## config.mk

```make
export PLATFORM = sky130hd
export DESIGN_NAME = window_stddev_stability_detector
export DESIGN_NICKNAME = d
export VERILOG_FILES = /design/src/sv/wsd_pkg.sv /design/src/sv/wsd_sqr.sv /design/src/sv/window_stddev_stability_detector.sv
export SDC_FILE = /design/constraint.sdc
export NUM_CORES = 2
export LEC_CHECK = 0
export BUFFER_PORTS_ARGS = -buffer_cell sky130_fd_sc_hd__buf_2
export CAP_MARGIN = 25
export CORE_MARGIN = 3
export CORE_UTILIZATION = 65
export CTS_BUF_LIST = sky130_fd_sc_hd__clkbuf_16
export CTS_CLUSTER_SIZE = 12
export DETAILED_ROUTE_END_ITERATION = 8
export PLACE_DENSITY = 0.84
export SLEW_MARGIN = 20
export SYNTH_ARGS = -nofsm -noshare
export SYNTH_HDL_FRONTEND = slang
export SYNTH_SLANG_ARGS = --single-unit
```

## constraint.sdc

```tcl
create_clock -name clock -period 12.5 [get_ports clock]
set_input_delay 1.875 -clock clock [delete_from_list [all_inputs] [get_ports clock]]
set_output_delay 1.875 -clock clock [all_outputs]
set_load 0.01 [all_outputs]
```

## src/sv/wsd_pkg.sv

```systemverilog
`timescale 1ns / 1ps
// ----------------------------------------------------------------------------
// wsd_pkg: shared types and constants for the window deviation detector
// Widths of the sample path, the running sums and the serial units, plus the
// control bundle that drives the bit-serial squaring units.
// ----------------------------------------------------------------------------
package wsd_pkg;

   // window geometry
   localparam int WIN_LEN  = 32;
   localparam int WPOS_W   = 5;                 // index into the window

   // field widths
   localparam int SAMPLE_W = 15;
   localparam int DEV_W    = 14;

   // running sums: |sum x| <= 32 * 2^14, sum x^2 <= 32 * 2^28
   localparam int SUM_W    = 20;
   localparam int S2_W     = 34;

   // bit-serial squarer: operand and product widths
   localparam int SQ_OP_W  = 20;
   localparam int SQ_W     = 2 * SQ_OP_W;
   localparam int XSQ_W    = 29;                // square of one sample

   // N*(N-1) = 32 * 31: divide by 32 with a shift, by 31 serially
   localparam int NUM_W    = S2_W + 5;
   localparam int DIVR     = 31;
   localparam int REM_W    = 5;

   // square root: two radicand bits per step
   localparam int ROOT_W   = S2_W / 2;
   localparam int SREM_W   = ROOT_W + 2;

   // step counts of the serial phases
   localparam int MUL_STEPS  = SQ_OP_W;
   localparam int DIV_STEPS  = S2_W / 2;
   localparam int SQRT_STEPS = ROOT_W;
   localparam int CNT_W      = 5;

   localparam logic [DEV_W-1:0] DEV_SENTINEL  = 14'd9900;
   localparam logic [DEV_W-1:0] THRESH_RESET  = 14'd10;

   typedef logic signed [SAMPLE_W-1:0] sample_type;

   // control bundle for one squaring unit
   typedef struct packed {
      logic start;   // load operand, clear accumulator
      logic step;    // one shift-add step
   } sqr_ctl_type;

endpackage

```

## src/sv/wsd_sqr.sv

```systemverilog
`timescale 1ns / 1ps
// ----------------------------------------------------------------------------
// wsd_sqr: bit-serial squaring unit
// Squares an unsigned operand by shift-and-add, one multiplier bit per step.
// The product is valid after SQ_OP_W steps following a start.
// ----------------------------------------------------------------------------
module wsd_sqr (
   input  logic                           clock,
   input  wsd_pkg::sqr_ctl_type           ctl,
   input  logic [wsd_pkg::SQ_OP_W-1:0]    operand,
   output logic [wsd_pkg::SQ_W-1:0]       product
);

   logic [wsd_pkg::SQ_W-1:0]    mcand_ff, mcand_in;
   logic [wsd_pkg::SQ_OP_W-1:0] mplier_ff, mplier_in;
   logic [wsd_pkg::SQ_W-1:0]    acc_ff, acc_in;

   // shift-add step
   always_comb begin
      mcand_in  = mcand_ff;
      mplier_in = mplier_ff;
      acc_in    = acc_ff;
      if (ctl.start) begin
         mcand_in  = {{(wsd_pkg::SQ_W - wsd_pkg::SQ_OP_W){1'b0}}, operand};
         mplier_in = operand;
         acc_in    = '0;
      end else if (ctl.step) begin
         if (mplier_ff[0]) begin
            acc_in = acc_ff + mcand_ff;
         end
         mcand_in  = {mcand_ff[wsd_pkg::SQ_W-2:0], 1'b0};
         mplier_in = {1'b0, mplier_ff[wsd_pkg::SQ_OP_W-1:1]};
      end
   end

   always_ff @(posedge clock) begin
      mcand_ff  <= mcand_in;
      mplier_ff <= mplier_in;
      acc_ff    <= acc_in;
   end

   assign product = acc_ff;

endmodule

```

## src/sv/window_stddev_stability_detector.sv

```systemverilog
`timescale 1ns / 1ps
// ----------------------------------------------------------------------------
// window_stddev_stability_detector: sliding window deviation of temperature
// One sample in, one result out. Keeps a 32-entry circular window with running
// sums and reports the sample standard deviation and a stability flag.
// ----------------------------------------------------------------------------
// Each sample beat yields exactly one result beat. An item is processed from
// the cycle it is accepted in through the cycle that registers its result:
// accept, load, 20 squaring steps (bit-serial, sized by the 20-bit window sum),
// sum update, divide setup, 17 steps of the divide by 31 (two quotient bits a
// step) and 17 square root steps (two radicand bits a step), then the result is
// registered once the previous result has been taken; the next sample is taken
// once the result has been registered, while that result may still wait for
// rsp_tready. Until 32 samples have been seen the result carries deviation
// 9900, stable = 0 and window_full = 0. Deviation saturates at 9900. stable is
// set when the deviation is below the threshold written on csr_wr_data (reset
// value 10). Write the threshold only while no sample is in flight.
// ----------------------------------------------------------------------------
module window_stddev_stability_detector (
   input  logic        clock,
   input  logic        reset,
   // sample channel
   input  logic        req_tvalid,
   output logic        req_tready,
   input  logic [15:0] req_tdata,    // [14:0] temperature_sample, [15] zero
   // result channel
   output logic        rsp_tvalid,
   input  logic        rsp_tready,
   output logic [15:0] rsp_tdata,    // [13:0] std_deviation, [14] stable,
                                     // [15] window_full
   // threshold register
   input  logic        csr_wr_en,
   input  logic [13:0] csr_wr_data
);

   // sequencer states
   localparam logic [2:0] ST_IDLE = 3'd0;
   localparam logic [2:0] ST_LOAD = 3'd1;
   localparam logic [2:0] ST_MUL  = 3'd2;
   localparam logic [2:0] ST_UPD  = 3'd3;
   localparam logic [2:0] ST_PREP = 3'd4;
   localparam logic [2:0] ST_DIV  = 3'd5;
   localparam logic [2:0] ST_SQRT = 3'd6;
   localparam logic [2:0] ST_FIN  = 3'd7;

   localparam int SW = wsd_pkg::SAMPLE_W;
   localparam int UW = wsd_pkg::SUM_W;

   // control state
   logic [2:0]                     state_ff, state_in;
   logic [wsd_pkg::CNT_W-1:0]      cnt_ff, cnt_in;
   logic [wsd_pkg::WPOS_W-1:0]     wpos_ff, wpos_in;
   logic                           filled_ff, filled_in;
   logic [wsd_pkg::DEV_W-1:0]      thr_ff, thr_in;
   logic                           rsp_valid_ff, rsp_valid_in;

   // datapath state
   logic                           old_valid_ff;
   wsd_pkg::sample_type            sample_ff;
   wsd_pkg::sample_type            rd_ff;
   logic signed [UW-1:0]           s1_ff, s1_in;
   logic [wsd_pkg::S2_W-1:0]       s2_ff, s2_in;
   logic [wsd_pkg::S2_W-1:0]       dq_ff, dq_in;
   logic [wsd_pkg::REM_W-1:0]      rem_ff, rem_in;
   logic [wsd_pkg::SREM_W-1:0]     srem_ff, srem_in;
   logic [wsd_pkg::ROOT_W-1:0]     root_ff, root_in;
   logic [15:0]                    rsp_data_ff;

   wsd_pkg::sample_type            window_mem [wsd_pkg::WIN_LEN];

   logic                           accept;
   logic                           rsp_free;
   wsd_pkg::sample_type            old_sample;
   logic signed [UW-1:0]           new_ext, old_ext, s1_sum;
   logic [UW-1:0]                  mag_new, mag_old, mag_s1;
   wsd_pkg::sqr_ctl_type           sqr_ctl;
   logic [wsd_pkg::SQ_W-1:0]       sq_new, sq_old, sq_s1;
   logic [wsd_pkg::NUM_W-1:0]      num;
   logic [wsd_pkg::REM_W:0]        dv_t1, dv_t2;
   logic                           dv_ge1, dv_ge2;
   logic [wsd_pkg::REM_W-1:0]      dv_r1;
   logic [wsd_pkg::SREM_W+1:0]     sq_t, sq_trial;
   logic [wsd_pkg::DEV_W-1:0]      dev_sat, dev_out;
   logic                           stable_out;

   assign accept     = req_tvalid && req_tready;
   assign req_tready = (state_ff == ST_IDLE);
   assign rsp_free   = !rsp_valid_ff || rsp_tready;

   // window memory: read-before-write at the write position
   always_ff @(posedge clock) begin
      if (accept) begin
         window_mem[wpos_ff] <= req_tdata[SW-1:0];
         rd_ff               <= window_mem[wpos_ff];
         sample_ff           <= req_tdata[SW-1:0];
         old_valid_ff        <= filled_ff;
      end
   end

   // entry being replaced is zero until the window has filled once
   assign old_sample = old_valid_ff ? rd_ff : '0;
   assign new_ext    = UW'(sample_ff);
   assign old_ext    = UW'(old_sample);
   assign s1_sum     = s1_ff + new_ext - old_ext;
   assign mag_new    = new_ext[UW-1] ? UW'(-new_ext) : UW'(new_ext);
   assign mag_old    = old_ext[UW-1] ? UW'(-old_ext) : UW'(old_ext);
   assign mag_s1     = s1_sum[UW-1]  ? UW'(-s1_sum)  : UW'(s1_sum);

   assign sqr_ctl.start = (state_ff == ST_LOAD);
   assign sqr_ctl.step  = (state_ff == ST_MUL);

   wsd_sqr u_sqr_new (.clock(clock), .ctl(sqr_ctl), .operand(mag_new), .product(sq_new));
   wsd_sqr u_sqr_old (.clock(clock), .ctl(sqr_ctl), .operand(mag_old), .product(sq_old));
   wsd_sqr u_sqr_s1  (.clock(clock), .ctl(sqr_ctl), .operand(mag_s1),  .product(sq_s1));

   // N * sum(x^2) - (sum x)^2
   assign num = {s2_ff, 5'b0} - sq_s1[wsd_pkg::NUM_W-1:0];

   // divide by 31: two restoring steps per cycle
   assign dv_t1  = {rem_ff, dq_ff[wsd_pkg::S2_W-1]};
   assign dv_ge1 = (dv_t1 >= (wsd_pkg::REM_W+1)'(wsd_pkg::DIVR));
   assign dv_r1  = dv_ge1 ? wsd_pkg::REM_W'(dv_t1 - (wsd_pkg::REM_W+1)'(wsd_pkg::DIVR))
                          : dv_t1[wsd_pkg::REM_W-1:0];
   assign dv_t2  = {dv_r1, dq_ff[wsd_pkg::S2_W-2]};
   assign dv_ge2 = (dv_t2 >= (wsd_pkg::REM_W+1)'(wsd_pkg::DIVR));

   // square root: bring down two bits, trial subtract 4*root+1
   assign sq_t     = {srem_ff, dq_ff[wsd_pkg::S2_W-1 -: 2]};
   assign sq_trial = {2'b00, root_ff, 2'b01};

   // saturation and threshold compare
   assign dev_sat    = (root_ff > wsd_pkg::ROOT_W'(wsd_pkg::DEV_SENTINEL))
                       ? wsd_pkg::DEV_SENTINEL : root_ff[wsd_pkg::DEV_W-1:0];
   assign dev_out    = filled_ff ? dev_sat : wsd_pkg::DEV_SENTINEL;
   assign stable_out = filled_ff && (dev_sat < thr_ff);

   // sequencer and datapath next state
   always_comb begin
      state_in     = state_ff;
      cnt_in       = cnt_ff;
      wpos_in      = wpos_ff;
      filled_in    = filled_ff;
      thr_in       = csr_wr_en ? csr_wr_data : thr_ff;
      rsp_valid_in = rsp_valid_ff && !rsp_tready;
      s1_in        = s1_ff;
      s2_in        = s2_ff;
      dq_in        = dq_ff;
      rem_in       = rem_ff;
      srem_in      = srem_ff;
      root_in      = root_ff;
      unique case (state_ff)
         ST_IDLE: begin
            if (accept) begin
               wpos_in  = wpos_ff + 1'b1;
               if (wpos_ff == wsd_pkg::WPOS_W'(wsd_pkg::WIN_LEN - 1)) begin
                  filled_in = 1'b1;
               end
               state_in = ST_LOAD;
            end
         end
         ST_LOAD: begin
            s1_in    = s1_sum;
            cnt_in   = '0;
            state_in = ST_MUL;
         end
         ST_MUL: begin
            cnt_in = cnt_ff + 1'b1;
            if (cnt_ff == wsd_pkg::CNT_W'(wsd_pkg::MUL_STEPS - 1)) begin
               state_in = ST_UPD;
            end
         end
         ST_UPD: begin
            s2_in    = s2_ff + wsd_pkg::S2_W'(sq_new[wsd_pkg::XSQ_W-1:0])
                             - wsd_pkg::S2_W'(sq_old[wsd_pkg::XSQ_W-1:0]);
            state_in = ST_PREP;
         end
         ST_PREP: begin
            dq_in    = num[wsd_pkg::NUM_W-1:5];
            rem_in   = '0;
            cnt_in   = '0;
            state_in = ST_DIV;
         end
         ST_DIV: begin
            dq_in  = {dq_ff[wsd_pkg::S2_W-3:0], dv_ge1, dv_ge2};
            rem_in = dv_ge2 ? wsd_pkg::REM_W'(dv_t2 - (wsd_pkg::REM_W+1)'(wsd_pkg::DIVR))
                            : dv_t2[wsd_pkg::REM_W-1:0];
            cnt_in = cnt_ff + 1'b1;
            if (cnt_ff == wsd_pkg::CNT_W'(wsd_pkg::DIV_STEPS - 1)) begin
               srem_in  = '0;
               root_in  = '0;
               cnt_in   = '0;
               state_in = ST_SQRT;
            end
         end
         ST_SQRT: begin
            dq_in = {dq_ff[wsd_pkg::S2_W-3:0], 2'b00};
            if (sq_t >= sq_trial) begin
               srem_in = wsd_pkg::SREM_W'(sq_t - sq_trial);
               root_in = {root_ff[wsd_pkg::ROOT_W-2:0], 1'b1};
            end else begin
               srem_in = sq_t[wsd_pkg::SREM_W-1:0];
               root_in = {root_ff[wsd_pkg::ROOT_W-2:0], 1'b0};
            end
            cnt_in = cnt_ff + 1'b1;
            if (cnt_ff == wsd_pkg::CNT_W'(wsd_pkg::SQRT_STEPS - 1)) begin
               state_in = ST_FIN;
            end
         end
         ST_FIN: begin
            if (rsp_free) begin
               rsp_valid_in = 1'b1;
               state_in     = ST_IDLE;
            end
         end
         default: begin
            state_in = ST_IDLE;
         end
      endcase
   end

   // control registers
   always_ff @(posedge clock) begin
      if (reset) begin
         state_ff     <= ST_IDLE;
         cnt_ff       <= '0;
         wpos_ff      <= '0;
         filled_ff    <= 1'b0;
         thr_ff       <= wsd_pkg::THRESH_RESET;
         rsp_valid_ff <= 1'b0;
         s1_ff        <= '0;
         s2_ff        <= '0;
      end else begin
         state_ff     <= state_in;
         cnt_ff       <= cnt_in;
         wpos_ff      <= wpos_in;
         filled_ff    <= filled_in;
         thr_ff       <= thr_in;
         rsp_valid_ff <= rsp_valid_in;
         s1_ff        <= s1_in;
         s2_ff        <= s2_in;
      end
   end

   // serial unit registers and result beat
   always_ff @(posedge clock) begin
      dq_ff   <= dq_in;
      rem_ff  <= rem_in;
      srem_ff <= srem_in;
      root_ff <= root_in;
      if (state_ff == ST_FIN && rsp_free) begin
         rsp_data_ff <= {filled_ff, stable_out, dev_out};
      end
   end

   assign rsp_tvalid = rsp_valid_ff;
   assign rsp_tdata  = rsp_data_ff;

   // an accepted beat starts the sequencer
   a_accept_load: assert property (@(posedge clock) disable iff (reset)
      accept |=> (state_ff == ST_LOAD))
      else $error("accepted beat did not start processing");

   // deviation never exceeds the sentinel
   a_dev_sat: assert property (@(posedge clock) disable iff (reset)
      rsp_valid_ff |-> (rsp_data_ff[13:0] <= wsd_pkg::DEV_SENTINEL))
      else $error("deviation above saturation value");

   // stable only with a full window; sentinel while not full
   a_stable_full: assert property (@(posedge clock) disable iff (reset)
      (rsp_valid_ff && !rsp_data_ff[15]) |->
         (!rsp_data_ff[14] && rsp_data_ff[13:0] == wsd_pkg::DEV_SENTINEL))
      else $error("result before full window is not the sentinel");

   // divider remainder stays reduced
   a_div_rem: assert property (@(posedge clock) disable iff (reset)
      (state_ff == ST_DIV) |-> (rem_ff < wsd_pkg::REM_W'(wsd_pkg::DIVR)))
      else $error("divider remainder out of range");

   // no new beat while the sequencer is busy
   a_busy: assert property (@(posedge clock) disable iff (reset)
      (state_ff != ST_IDLE) |-> !req_tready)
      else $error("ready raised while busy");

endmodule

```

==> out/qor.txt <==
Status: complete, no violations
Vias in the first global route: 32429
Initial antenna violation count: 2
Gate power share: 48.8%
Leak Pwr: 19.8 nW
Final wirelength: 118000 um
Crit. End Element: flop
Most frequent cells after synthesis: edfxtp_1 (722), nand2_1 (461), a21oi_1 (330), inv_1 (330), nor2_1 (289)
Most common cell in the synthesized netlist: edfxtp_1
PD cells: 271 nW/um^2
Port Buffer Count: 51
GRT Overall Usage: 30.4%
Psw: 5.66 mW
EDFF count, synth: 722
Worst Path Class, Setup: reg -> reg
Clk root buf: clkbuf_16
Largest net degree at the start of global routing: 80
Hold crit path type: reg -> reg
Synth area leader: edfxtp_1
Part of the cycle the worst path needs: 40.3%
CP Data Required Time: 12.87 ns
Filler cells: 4598
Hold Path Depth: 2
#FFs+latches synth: 939
Met2 GRT Util: 51.2%
Total CTS buffers: 97
Worst slew pin tran: 1.12 ns
Async SR Flop Fraction: 0%
CTS H-tree depth: 3
Minimum clock period: 5.04 ns
Highest clock rate: 199 MHz
Fin. Hold Viols: 0
Die area: 76900 um^2
CP cell instances: nand2_1, inv_1, fa_1, inv_1, ha_1, a211oi_1, o21ai_0, a31o_1, a311o_1, and3_4, o21ai_4, xor2_2, a31oi_1, mux2i_1, nand2_1
Clk_skew: 0.0535 ns
Area growth syn-to-layout: 9.09%
Max Cap Viol: 0
Ranking of synthesized cells by area: edfxtp_1 (45%), dfxtp_1 (9.1%), ha_1 (5.9%)
Post-Synthesis Cells: 4162
TritonCTS clock tree: built
Std cell rows: 98
Sequential area share after synthesis: 54.4%
First-pass iteration count of the detailed router: 6
Ports: 53
Drt drc: 0
Pint: 8.50 mW
Mean post-synth cell area: 11.5 um^2
Setup Fix Bufs, Post-CTS: 0
Die span in y: 277 um
Worst-skew pair later-pin latency: 0.69 ns
Final Util: 72.3%
Via count: 33251
Antenna diode count: 0
RSZ-0062 raised after global routing: no
Hold_ws: 0.455 ns
Post_cts resized: 0
First-pass GRT wire length: 184000 um
GR Util met3: 4.99%
CTS max path bufs: 3
Fin. max-slew vios: 0
Startpoint types: flop
WL/cell: 22.6 um
Initial drt markers: 3512
Critical path peak fanout: 26
Grt ovf: 0
Slowest CP cell: xor2_2
Die X: 277 um
Hold Buf Count CTS: 0
Setup TNS: 0 ns
Clock-pin slew on the worst setup and hold paths: 0.06 ns
VDD IR max: 0.000273 V
Core Region: 72200 um^2
FF-to-FF setup slack: 7.46 ns
Hpwl dp: 74900 um
Sw Share: 40.0%
Area after DPL: 49200 um^2
Met1 GRT Util: 38.5%
CP Data Arrival Time: 5.41 ns
Fin area: 52200 um^2
Vias per cell: 6.36
Max stage delay on crit path: 0.78 ns
Placer Congestion: 0.929
Finish-stage setup viols: 0
DRT antenna net count: 0
Yosys top cell area share: 45.3%
Clock power frac: 19.4%
Initial Util: 66.3%
Most Crowded Layer GR: met2
Post-synthesis cell type count: 79
Mapped Area: 47900 um^2
Register-to-Register Path Depth: 15
Sequential fraction of design power: 31.7%
Synthesis Warnings: 0
Share of cells above drive strength 1: 9.28%
Max_slew headroom: 24.7%
Nets: 4515
Commonest register cell after synthesis: edfxtp_1
Clock sink count: 939
-- cells by family (layout without fill, tap and decap cells) --
group / after synthesis / after routing / share of synthesized area (%)
mux: 163 / 163 / 6.55
fa+ha+maj: 277 / 277 / 8.04
compound gates: 952 / 952 / 12.7
other cells: 1 / 2 / 0.00783
simple gates: 1140 / 1140 / 10.9
flops: 939 / 939 / 54.4
xor+xnor: 191 / 191 / 3.51
buf+inv: 499 / 615 / 3.95
-- worst max-delay path, delay by kind of cell, from the launching register on --
kind	cells	cell delay [ns]
adder cells (fa/ha/maj)	2	0.85
XOR/XNOR	1	0.78
AO/OA/AOI/OAI	6	1.55
flip-flops	1	0.59
buffers and inverters	2	0.16
multiplexers	1	0.31
AND/OR/NAND/NOR	3	0.49
-- routing by layer --
layer | up-vias | wire length (um)
met4 | 2 | 6470
met1 | 15983 | 44600
met3 | 347 | 9250
met2 | 1679 | 57800
li1 | 15240 | -
met5 | - | 10
-- worst paths after layout --
kind / from / end
setup reg to reg: old_valid_ff / u_sqr_s1.mcand_ff[14]
hold / removal: s1_ff[18] / s1_ff[18]
setup / recovery: old_valid_ff / u_sqr_s1.mcand_ff[14]
hold reg to reg: s1_ff[18] / s1_ff[18]
-- stage by stage --
stage	power, mW	setup slack (ns)	instances
floorplan	9.94	5.74	4163
detailed placement	11.3	7.63	5052
global placement	11.1	7.68	5050
CTS	14.1	7.54	5227
finish	14.2	7.46	5229
global route	15.1	7.17	5229
-- flip-flops by register name (all words and copies together), names as in the netlist, 16 cells and up --
signal	cells
window_mem	480
u_sqr_s1.mcand_ff	39
u_sqr_s1.product	39
dq_ff	34
s2_ff	34
u_sqr_new.mcand_ff	29
u_sqr_new.product	29
u_sqr_old.mcand_ff	29
u_sqr_old.product	29
s1_ff	20
u_sqr_new.mplier_ff	20
u_sqr_old.mplier_ff	20
u_sqr_s1.mplier_ff	20
srem_ff	19
root_ff	17
rsp_tdata	16
-- cells in the final DEF, fill, tap and decap left out, types with 33 or more instances in the layout --
cell type	instances
a21o_1	128
xnor2_1	119
nand2_1	460
buf_2	51
and2_1	46
mux4_2	120
nand4_1	41
ha_1	226
buf_4	55
mux2i_1	41
nand3_1	60
a211oi_1	35
nor3_1	61
o21ai_0	123
clkbuf_16	98
a21oi_1	330
inv_1	368
xor2_1	71
fa_1	51
edfxtp_1	722
o31ai_1	33
nor2_1	287
a22oi_1	60
o21a_1	66
dfxtp_1	215
-- power groups by stage --
stage	Clock (mW)	Combinational, mW	Sequential, mW
2_1_floorplan	0	5.52	4.42
3_3_place_gp	0	6.55	4.52
3_5_place_dp	0	6.74	4.54
4_1_cts	2.78	6.84	4.49
5_1_grt	2.88	7.66	4.54
6_report	2.75	6.91	4.49
-- final cells by class --
class,count,area [um^2],area share [%]
flip-flops and latches,939,26000,49.9
multi-input cells,2725,20000,38.3
clock buffers,98,2450,4.70
inverters,330,1240,2.37
well taps,950,1190,2.28
repair buffers,110,737,1.41
clock inverters,77,549,1.05
Power figures use the tool's default switching activity.
